[src/sv/ctcl_pkg.sv]
// Shared types, constants and helpers for the color target column locator.
// No dependencies; every other file of the block imports this package.
package ctcl_pkg;

   localparam int MAX_MATCHES = 524288;
   localparam int MAX_WIDTH   = 1024;

   localparam int PIX_W  = 8;
   localparam int COL_W  = $clog2(MAX_WIDTH);
   localparam int ADDR_W = $clog2(MAX_MATCHES);
   localparam int CNT_W  = ADDR_W + 1;
   localparam int XC_W   = 11;
   localparam int FW_W   = 11;
   localparam int CLS_W  = 2;
   localparam int IDX_W  = 1;

   // pixel classes, also the target color codes
   localparam logic [CLS_W-1:0] CLASS_BLUE  = 2'd0;
   localparam logic [CLS_W-1:0] CLASS_GREEN = 2'd1;
   localparam logic [CLS_W-1:0] CLASS_RED   = 2'd2;
   localparam logic [CLS_W-1:0] CLASS_NONE  = 2'd3;

   // register indexes
   localparam logic [IDX_W-1:0] REG_TARGET_COLOR = 1'd0;
   localparam logic [IDX_W-1:0] REG_FRAME_WIDTH  = 1'd1;

   localparam logic [CLS_W-1:0] TARGET_COLOR_RESET = CLASS_RED;
   localparam logic [FW_W-1:0]  FRAME_WIDTH_RESET  = 11'd800;

   localparam logic [XC_W-1:0]  X_NONE = '1;   // -1

   typedef logic [CLS_W-1:0] class_type;

   typedef struct packed {
      logic              wr_en;
      logic [ADDR_W-1:0] wr_addr;
      logic [COL_W-1:0]  wr_col;
      logic              rd_en;
      logic [ADDR_W-1:0] rd_addr;
   } store_req_type;

endpackage

[src/sv/ctcl_classify.sv]
// Dominant-channel classifier: strict maximum, red first, then green, blue.
// Depends on ctcl_pkg.
module ctcl_classify (
   input  logic [ctcl_pkg::PIX_W-1:0] blue,
   input  logic [ctcl_pkg::PIX_W-1:0] green,
   input  logic [ctcl_pkg::PIX_W-1:0] red,
   output ctcl_pkg::class_type        pixel_class
);
   import ctcl_pkg::*;

   always_comb begin
      if (red != '0 && red > green && red > blue) begin
         pixel_class = CLASS_RED;
      end else if (green != '0 && green > blue && green > red) begin
         pixel_class = CLASS_GREEN;
      end else if (blue != '0 && blue > green && blue > red) begin
         pixel_class = CLASS_BLUE;
      end else begin
         pixel_class = CLASS_NONE;
      end
   end

endmodule

[config.mk]
export PLATFORM = sky130hd
export DESIGN_NAME = ctcl_classify
export DESIGN_NICKNAME = d
export VERILOG_FILES = /design/src/sv/ctcl_pkg.sv /design/src/sv/ctcl_classify.sv
export SDC_FILE = /design/constraint.sdc
export NUM_CORES = 1
export LEC_CHECK = 0
export ABC_AREA = 1
export BUFFER_PORTS_ARGS = -buffer_cell sky130_fd_sc_hd__buf_2
export CORE_UTILIZATION = 30
export DETAILED_ROUTE_END_ITERATION = 16
export GPL_ROUTABILITY_DRIVEN = 0
export PLACE_DENSITY = 0.59
export SYNTH_ARGS = -nofsm -noshare
export SYNTH_HDL_FRONTEND = slang
export SYNTH_SLANG_ARGS = --single-unit
[constraint.sdc]
create_clock -name vclk -period 1.9
set_input_delay 0.38 -clock vclk [all_inputs]
set_output_delay 0.38 -clock vclk [all_outputs]
set_load 0.01 [all_outputs]
==> results of run 1 <==
[metrics by stage]
stage	setup slack, ns	instance area, sq um	hold WS, ns
4_1_cts	0.0001236	1324	1.295
2_1_floorplan	0.1987	784.5	1.042
5_1_grt	-0.1446	1503	1.376
6_report	-0.05712	1503	1.310
3_3_place_gp	-0.08318	982.2	1.310
3_5_place_dp	-0.09020	982.2	1.305
[power by group]
part	switching [mW]	internal (mW)
logic	0.195	0.183
registers	0	0
clock network	0	0
[worst max-delay path: stages]
cell	delay, ns
sky130_fd_sc_hd__buf_2	0.15
sky130_fd_sc_hd__ha_4	0.27
sky130_fd_sc_hd__nand2_1	0.06
sky130_fd_sc_hd__inv_1	0.06
sky130_fd_sc_hd__nand2_1	0.05
sky130_fd_sc_hd__nand2_1	0.08
sky130_fd_sc_hd__nand2_1	0.08
sky130_fd_sc_hd__nand2_2	0.08
sky130_fd_sc_hd__nand2_2	0.07
sky130_fd_sc_hd__nor2_4	0.10
sky130_fd_sc_hd__nor2_1	0.05
sky130_fd_sc_hd__buf_2	0.13
[layout make-up]
class / instances / area, sq um / area share
Tap cell: 30 / 37.54 / 0.02498
Inverter: 32 / 157.7 / 0.1049
Timing Repair Buffer: 34 / 281.5 / 0.1873
Multi-Input combinational cell: 106 / 1026 / 0.6828
[per-layer routing]
metal | up-vias | GRT usage | wire length (um)
met5 | - | 0 | 0
li1 | 498 | - | -
met4 | 0 | 0.01754 | 32
met3 | 4 | 0 | 56
met1 | 439 | 0.2256 | 1157
met2 | 17 | 0.3523 | 1493
[cells by family (layout without fill, tap and decap cells)]
| kind of cell | after synthesis | count (layout) |
|---|---|---|
| buf+inv | 32 | 66 |
| fa+ha+maj | 24 | 24 |
| simple gates | 72 | 72 |
| compound gates | 10 | 10 |
[Yosys cell counts]
library cell / count
sky130_fd_sc_hd__nor2_4: 1
sky130_fd_sc_hd__inv_1: 26
sky130_fd_sc_hd__a21oi_1: 6
sky130_fd_sc_hd__nand2_2: 1
sky130_fd_sc_hd__inv_2: 5
sky130_fd_sc_hd__nor3_1: 2
sky130_fd_sc_hd__a21oi_2: 1
sky130_fd_sc_hd__clkinv_1: 1
sky130_fd_sc_hd__a21o_1: 2
sky130_fd_sc_hd__nand3_1: 3
sky130_fd_sc_hd__nor2_1: 20
sky130_fd_sc_hd__o21ai_1: 1
sky130_fd_sc_hd__ha_1: 24
sky130_fd_sc_hd__nand2_1: 39
sky130_fd_sc_hd__and2_1: 2
sky130_fd_sc_hd__nand3_2: 1
sky130_fd_sc_hd__nor2_2: 3
[final timing paths]
check,startpoint,cells after the start,end
max,blue[2],12,pixel_class[0]
min,red[5],7,pixel_class[0]
[what timing repair did]
| action | CTS | global route |
|---|---|---|
| pin swaps | 21 | 28 |
| setup buffers | 1 | 3 |
| hold buffers | 0 | 0 |
| setup endpoints to repair | 2 | 2 |
| resized for setup | 57 | 53 |
==> results_tabular.tex, run 1 <==
\begin{tabular}{lr}
\hline
Metric & Value \\
\hline
\multicolumn{2}{l}{\textbf{Worst setup path}} \\
Data arrival time of the worst path & between 1.5 and 2 ns \\
Largest driver fanout on the critical path & 3 \\
Crit path required time & about 1.5 ns \\
Worst Setup Path Type & input pin to primary output \\
Startpoint Class & input pin \\
CP Capture Type & primary output \\
\multicolumn{2}{l}{\textbf{STA}} \\
Part of the cycle the worst path needs & 1.030 \\
Number of max-slew violations in the final report & 0 \\
Maximum operating frequency & 511.0 MHz \\
Final worst-path setup slack & -0.05712 ns \\
Minimum period implied by the final worst setup slack & $\sim$2 ns \\
Worst slew pin tran & 0.1638 ns \\
Total count of hold-check failures in the final report & 0 \\
TNS Setup & -0.1050 ns \\
Final count of negative-setup-slack endpoints & 2 \\
Setup repair after global routing missed its margin & true \\
Relative slew margins & 0.8900 \\
\multicolumn{2}{l}{\textbf{Yosys}} \\
Cell taking the most area after synthesis & sky130\_fd\_sc\_hd\_\_ha\_1 \\
Number of standard cells after synthesis & 138 \\
Xor and xnor fraction of the mapped netlist area & 0 \\
Multiplexer fraction of the synthesized cell area & 0 \\
Synth cell types & 17 \\
Largest family of logic cells by synthesized area & simple AND/OR/NAND/NOR gates \\
Simple-gate share of the synthesized area & 0.3892 \\
Average size of a mapped cell & approximately 5.7 sq um \\
Area share of fa/ha/maj cells after synthesis & 0.3828 \\
Share of the synthesized area in compound gates (AO/OA/AOI/OAI) & 0.07496 \\
Register area share after synthesis & 0 \\
Combined area of all synthesized cells & approximately 780 sq um \\
Largest cells by area after synthesis & sky130\_fd\_sc\_hd\_\_ha\_1, sky130\_fd\_sc\_hd\_\_nand2\_1, sky130\_fd\_sc\_hd\_\_inv\_1 \\
Number of warnings reported in the yosys synthesis log & 0 \\
Yosys top cell area share & 0.3828 \\
Post-synthesis net count & 186 \\
\multicolumn{2}{l}{\textbf{Drt}} \\
Mean number of vias per cell & 4.743 \\
Detailed-route DRC error count & 0 \\
Pre-Repair DR Iteration Count & 5 \\
Drt initial violations & 12 \\
Vias & 958 \\
Final wirelength & 2739 um \\
Final ANT Viol Nets & 0 \\
Average wire per standard cell & 13.56 um \\
\multicolumn{2}{l}{\textbf{GRT}} \\
Grt total ovfl & 0 \\
Initial antenna violation count & 0 \\
Global-route wire length before repair & 3808 um \\
Largest net degree at the start of global routing & 4 \\
Number of global-route vias before repair & 880 \\
Total global routing track utilization & 0.1809 \\
\multicolumn{2}{l}{\textbf{Floorplanning}} \\
Total die area & 0.002823 sq mm \\
Initial core utilization & 0.3167 \\
\# IOs & 26 \\
Area of the placeable core & roughly 0.0025 sq mm \\
DIE HEIGHT & 53.14 um \\
Die Span X & roughly 53 um \\
Number of core rows & 18 \\
\multicolumn{2}{l}{\textbf{Cells and area}} \\
Total number of sequential cells & 0 \\
Final core utilization & 0.6066 \\
Area taken by flip-flops and latches & 0 sq um \\
Antenna diode count & 0 \\
Most common library cell in the layout ignoring fill and taps & sky130\_fd\_sc\_hd\_\_nand2\_1 \\
Most used cells in the layout excluding fill and tap cells & sky130\_fd\_sc\_hd\_\_nand2\_1, sky130\_fd\_sc\_hd\_\_ha\_4, sky130\_fd\_sc\_hd\_\_inv\_1, sky130\_fd\_sc\_hd\_\_nor2\_1 \\
Count of nets after finishing & 222 \\
Fill cell total of the finished layout & 205 \\
P\&R area growth vs syn & 91.55\% \\
Post-layout instance count excluding filler cells & around 200 \\
Number of clock buffers in the layout & 0 \\
Ratio of cells with drive above 1 in the final layout & 0.6163 \\
\multicolumn{2}{l}{\textbf{Status}} \\
Outcome & complete, but fails checks \\
Failing checks & negative setup slack \\
\multicolumn{2}{l}{\textbf{Place}} \\
Count of input and output buffers & 26 \\
DP Cell Count & 198 \\
Dpl hpwl & between 1500 and 2000 um \\
\multicolumn{2}{l}{\textbf{Pwr}} \\
Power Total & about 380 uW \\
Power density cells & 251.5 mW/mm\^{}2 \\
Static leakage & 0.7140 nW \\
VDD IR-drop max & 0.0001585 V \\
\multicolumn{2}{l}{\textbf{Flow run}} \\
Number of max-cap violations & 0 \\
\multicolumn{2}{l}{\textbf{Min path}} \\
Hold Path Class & input pin to primary output \\
\hline
\end{tabular}
Note: power is estimated with default switching activity, not from simulation.
==> inputs of run 2 (changes only) <==
ABC_AREA = 0   (was 1)
PLACE_DENSITY = 0.61   (was 0.59)
==> results_tabular.tex, run 2 <==
\begin{tabular}{lr}
\hline
Metric & Value \\
\hline
\multicolumn{2}{l}{\textbf{Worst setup path}} \\
Largest driver fanout on the critical path & 2 (was 3) \\
Master of the slowest instance on the critical path & sky130\_fd\_sc\_hd\_\_a221oi\_2 (was sky130\_fd\_sc\_hd\_\_ha\_4) \\
Number of cells on the critical path & 9 (was 12) \\
Cell-by-cell trace of the critical path & buf\_8, inv\_4, buf\_6, ha\_4, nand4\_1, a21o\_1, a221oi\_2, a21boi\_1, buf\_2 (was buf\_2, ha\_4, nand2\_1, inv\_1, nand2\_1, nand2\_1, nand2\_1, nand2\_2, nand2\_2, nor2\_4, nor2\_1, buf\_2) \\
Data arrival time of the worst path & 1.76 ns (was 1.58 ns) \\
Crit path required time & 1.52 ns (about the same) \\
Largest delay share family, worst path & compound AO/OA/AOI/OAI gates (was simple AND/OR/NAND/NOR gates) \\
Worst stage delay on the critical path & 0.28 ns (was 0.27 ns) \\
Combined buffer and inverter count along the critical path & 4 (was 3) \\
Startpoint Class & input pin (unchanged) \\
Worst Setup Path Type & input pin to primary output (unchanged) \\
CP Capture Type & primary output (unchanged) \\
\multicolumn{2}{l}{\textbf{Yosys}} \\
Synth cell types & 21 (was 17) \\
Largest cells by area after synthesis & sky130\_fd\_sc\_hd\_\_ha\_1, sky130\_fd\_sc\_hd\_\_inv\_1, sky130\_fd\_sc\_hd\_\_nand4\_1 (was sky130\_fd\_sc\_hd\_\_ha\_1, sky130\_fd\_sc\_hd\_\_nand2\_1, sky130\_fd\_sc\_hd\_\_inv\_1) \\
Number of standard cells after synthesis & 84 (was 138) \\
Yosys top cell area share & 0.4678 (was 0.3828) \\
Most frequently used cell type in the post-synthesis netlist & sky130\_fd\_sc\_hd\_\_ha\_1 (was sky130\_fd\_sc\_hd\_\_nand2\_1) \\
Cell taking the most area after synthesis & sky130\_fd\_sc\_hd\_\_ha\_1 (unchanged) \\
Combined area of all synthesized cells & 641.9 sq um (was 784.5 sq um) \\
Share of the synthesized area in compound gates (AO/OA/AOI/OAI) & 0.1969 (was 0.07496) \\
Commonest cells in the synthesized netlist & sky130\_fd\_sc\_hd\_\_ha\_1, sky130\_fd\_sc\_hd\_\_inv\_1, sky130\_fd\_sc\_hd\_\_a21oi\_1, sky130\_fd\_sc\_hd\_\_nand4\_1, sky130\_fd\_sc\_hd\_\_nor4\_1 (was sky130\_fd\_sc\_hd\_\_nand2\_1, sky130\_fd\_sc\_hd\_\_inv\_1, sky130\_fd\_sc\_hd\_\_ha\_1, sky130\_fd\_sc\_hd\_\_nor2\_1, sky130\_fd\_sc\_hd\_\_a21oi\_1) \\
Register area share after synthesis & 0 (unchanged) \\
Simple-gate share of the synthesized area & 0.2261 (was 0.3892) \\
Average size of a mapped cell & 7.641 sq um (was 5.685 sq um) \\
Number of warnings reported in the yosys synthesis log & 0 (unchanged) \\
Multiplexer fraction of the synthesized cell area & 0.01559 (was 0) \\
Largest family of logic cells by synthesized area & adder cells (was simple AND/OR/NAND/NOR gates) \\
Area share of fa/ha/maj cells after synthesis & 0.4678 (was 0.3828) \\
Post-synthesis net count & 132 (was 186) \\
Xor and xnor fraction of the mapped netlist area & 0 (unchanged) \\
\multicolumn{2}{l}{\textbf{GRT}} \\
Global-route wire length before repair & 3167 um (was 3808 um) \\
Grt total ovfl & 0 (unchanged) \\
Number of global-route vias before repair & 765 (was 880) \\
Total global routing track utilization & 0.1939 (was 0.1809) \\
Initial antenna violation count & 0 (unchanged) \\
Largest net degree at the start of global routing & 5 (was 4) \\
\multicolumn{2}{l}{\textbf{STA}} \\
Maximum operating frequency & 466.2 MHz (was 511.0 MHz) \\
Minimum period implied by the final worst setup slack & 2.145 ns (was 1.957 ns) \\
Total count of hold-check failures in the final report & 0 (unchanged) \\
Worst slew pin tran & 0.3753 ns (was 0.1638 ns) \\
Final worst-path setup slack & -0.2448 ns (was -0.05712 ns) \\
Final count of negative-setup-slack endpoints & 2 (unchanged) \\
Tightest hold margin & 1.359 ns (was 1.310 ns) \\
Number of max-slew violations in the final report & 0 (unchanged) \\
Setup repair after global routing missed its margin & true (unchanged) \\
Relative slew margins & 0.7475 (was 0.8900) \\
Part of the cycle the worst path needs & 1.129 (was 1.030) \\
\multicolumn{2}{l}{\textbf{Drt}} \\
Pre-Repair DR Iteration Count & 4 (was 5) \\
Average wire per standard cell & 14.18 um (was 13.56 um) \\
Drt initial violations & 8 (was 12) \\
Final wirelength & 2255 um (was 2739 um) \\
Mean number of vias per cell & 5.101 (was 4.743) \\
Final ANT Viol Nets & 0 (unchanged) \\
Vias & 811 (was 958) \\
Detailed-route DRC error count & 0 (unchanged) \\
\multicolumn{2}{l}{\textbf{Min path}} \\
Hold Path Class & input pin to primary output (unchanged) \\
Hold Path Stages & 6 (was 7) \\
\multicolumn{2}{l}{\textbf{Pwr}} \\
Power density cells & 241.9 mW/mm\^{}2 (was 251.5 mW/mm\^{}2) \\
Power Total & 296.0 uW (was 377.9 uW) \\
Static leakage & 0.5673 nW (was 0.7140 nW) \\
VDD IR-drop max & 0.0001403 V (was 0.0001585 V) \\
\multicolumn{2}{l}{\textbf{Floorplanning}} \\
Number of core rows & 16 (was 18) \\
Initial core utilization & 0.3239 (was 0.3167) \\
Total die area & 0.002329 sq mm (was 0.002823 sq mm) \\
DIE HEIGHT & 48.26 um (was 53.14 um) \\
Die Span X & 48.26 um (was 53.14 um) \\
Area of the placeable core & 0.001982 sq mm (was 0.002477 sq mm) \\
\# IOs & 26 (unchanged) \\
\multicolumn{2}{l}{\textbf{Cells and area}} \\
Total number of sequential cells & 0 (unchanged) \\
Antenna diode count & 0 (unchanged) \\
Final core utilization & 0.6174 (was 0.6066) \\
Number of clock buffers in the layout & 0 (unchanged) \\
Ratio of cells with drive above 1 in the final layout & 0.5985 (was 0.6163) \\
Fill cell total of the finished layout & 181 (was 205) \\
Count of nets after finishing & 182 (was 222) \\
P\&R area growth vs syn & 90.64\% (was 91.55\%) \\
Most used cells in the layout excluding fill and tap cells & sky130\_fd\_sc\_hd\_\_buf\_2, sky130\_fd\_sc\_hd\_\_buf\_4, sky130\_fd\_sc\_hd\_\_ha\_4, sky130\_fd\_sc\_hd\_\_ha\_1, sky130\_fd\_sc\_hd\_\_inv\_1 (was sky130\_fd\_sc\_hd\_\_nand2\_1, sky130\_fd\_sc\_hd\_\_ha\_4, sky130\_fd\_sc\_hd\_\_inv\_1, sky130\_fd\_sc\_hd\_\_nor2\_1) \\
Final design instance area without fill & 0.001224 sq mm (was 0.001503 sq mm) \\
Area taken by flip-flops and latches & 0 sq um (unchanged) \\
Most common library cell in the layout ignoring fill and taps & sky130\_fd\_sc\_hd\_\_buf\_2 (was sky130\_fd\_sc\_hd\_\_nand2\_1) \\
\multicolumn{2}{l}{\textbf{Clock tree}} \\
Post-CTS setup-driven buffer insertion count & 0 (was 1) \\
\multicolumn{2}{l}{\textbf{Status}} \\
Outcome & complete, but fails checks (unchanged) \\
Failing checks & negative setup slack (unchanged) \\
\multicolumn{2}{l}{\textbf{Place}} \\
Total placed instance area & 993.5 sq um (was 982.2 sq um) \\
Count of input and output buffers & 26 (unchanged) \\
Dpl hpwl & 1724 um (was 1746 um) \\
DP Worst Slack & -0.3325 ns (was -0.09020 ns) \\
\multicolumn{2}{l}{\textbf{Flow run}} \\
Number of max-cap violations & 0 (unchanged) \\
\hline
\end{tabular}
run 2: cell count changes after synthesis, moves of 2 or more:
cell / delta
sky130_fd_sc_hd__inv_1: -10
sky130_fd_sc_hd__nor4_1: +6
sky130_fd_sc_hd__nand4_1: +6
sky130_fd_sc_hd__nor2_2: -3
sky130_fd_sc_hd__nand2_1: -35
sky130_fd_sc_hd__and2_1: -2
sky130_fd_sc_hd__nor2_1: -17
sky130_fd_sc_hd__a221oi_1: +2
sky130_fd_sc_hd__a211oi_1: +2
sky130_fd_sc_hd__nor3_1: -2
sky130_fd_sc_hd__inv_2: -5
run 2: kinds of logic after synthesis:
kind of cell	count (synthesis)
AO/OA/AOI/OAI	18
adder cells (fa/ha/maj)	24
buffers and inverters	16
multiplexers	1
AND/OR/NAND/NOR	25
run 2: metrics by stage:
step | cells | setup TNS [ns]
3_3_place_gp | 159 | -0.6099
4_1_cts | 159 | -0.4892
6_report | 159 | -0.4790
5_1_grt | 159 | -0.6267
3_5_place_dp | 159 | -0.6638
2_1_floorplan | 84 | 0
run 2: worst paths after layout:
check / end / slack, ns / from
worst max-delay path: pixel_class[0] / -0.24 / red[6]
worst min-delay path: pixel_class[0] / 1.36 / red[1]
run 2: area by class of cell:
class                           count  area [sq um]  area share
Inverter                           16         67.56     0.05521
Tap cell                           27         33.78     0.02761
Timing Repair Buffer               48         335.3      0.2740
Multi-Input combinational cell     68         787.0      0.6432
run 2: metal layers:
layer / part of all wire / global-route usage
met1: 0.44 / 0.2352
met5: 0 / 0
met2: 0.52 / 0.3893
met3: 0.034 / 0.003704
met4: 0.0062 / 0.01111
run 2: tightest hold or removal path, delay by kind of cell:
kind | cells | cell delay [ns]
AOI/OAI and AO/OA | 1 | 0.13
buffers and inverters | 2 | 0.24
and+or+nand+nor | 3 | 0.22
run 2: report_power, final:
| group | internal [mW] | switching [mW] |
|---|---|---|
| Sequential | 0 | 0 |
| Combinational | 0.159 | 0.137 |
| Clock | 0 | 0 |
| Total | 0.159 | 0.137 |
run 2: what timing repair did:
action | CTS | global route
pin swaps | 7 | 11
endpoints found under the setup margin | 2 | 2
hold buffers | 0 | 0
resized for setup | 21 | 17
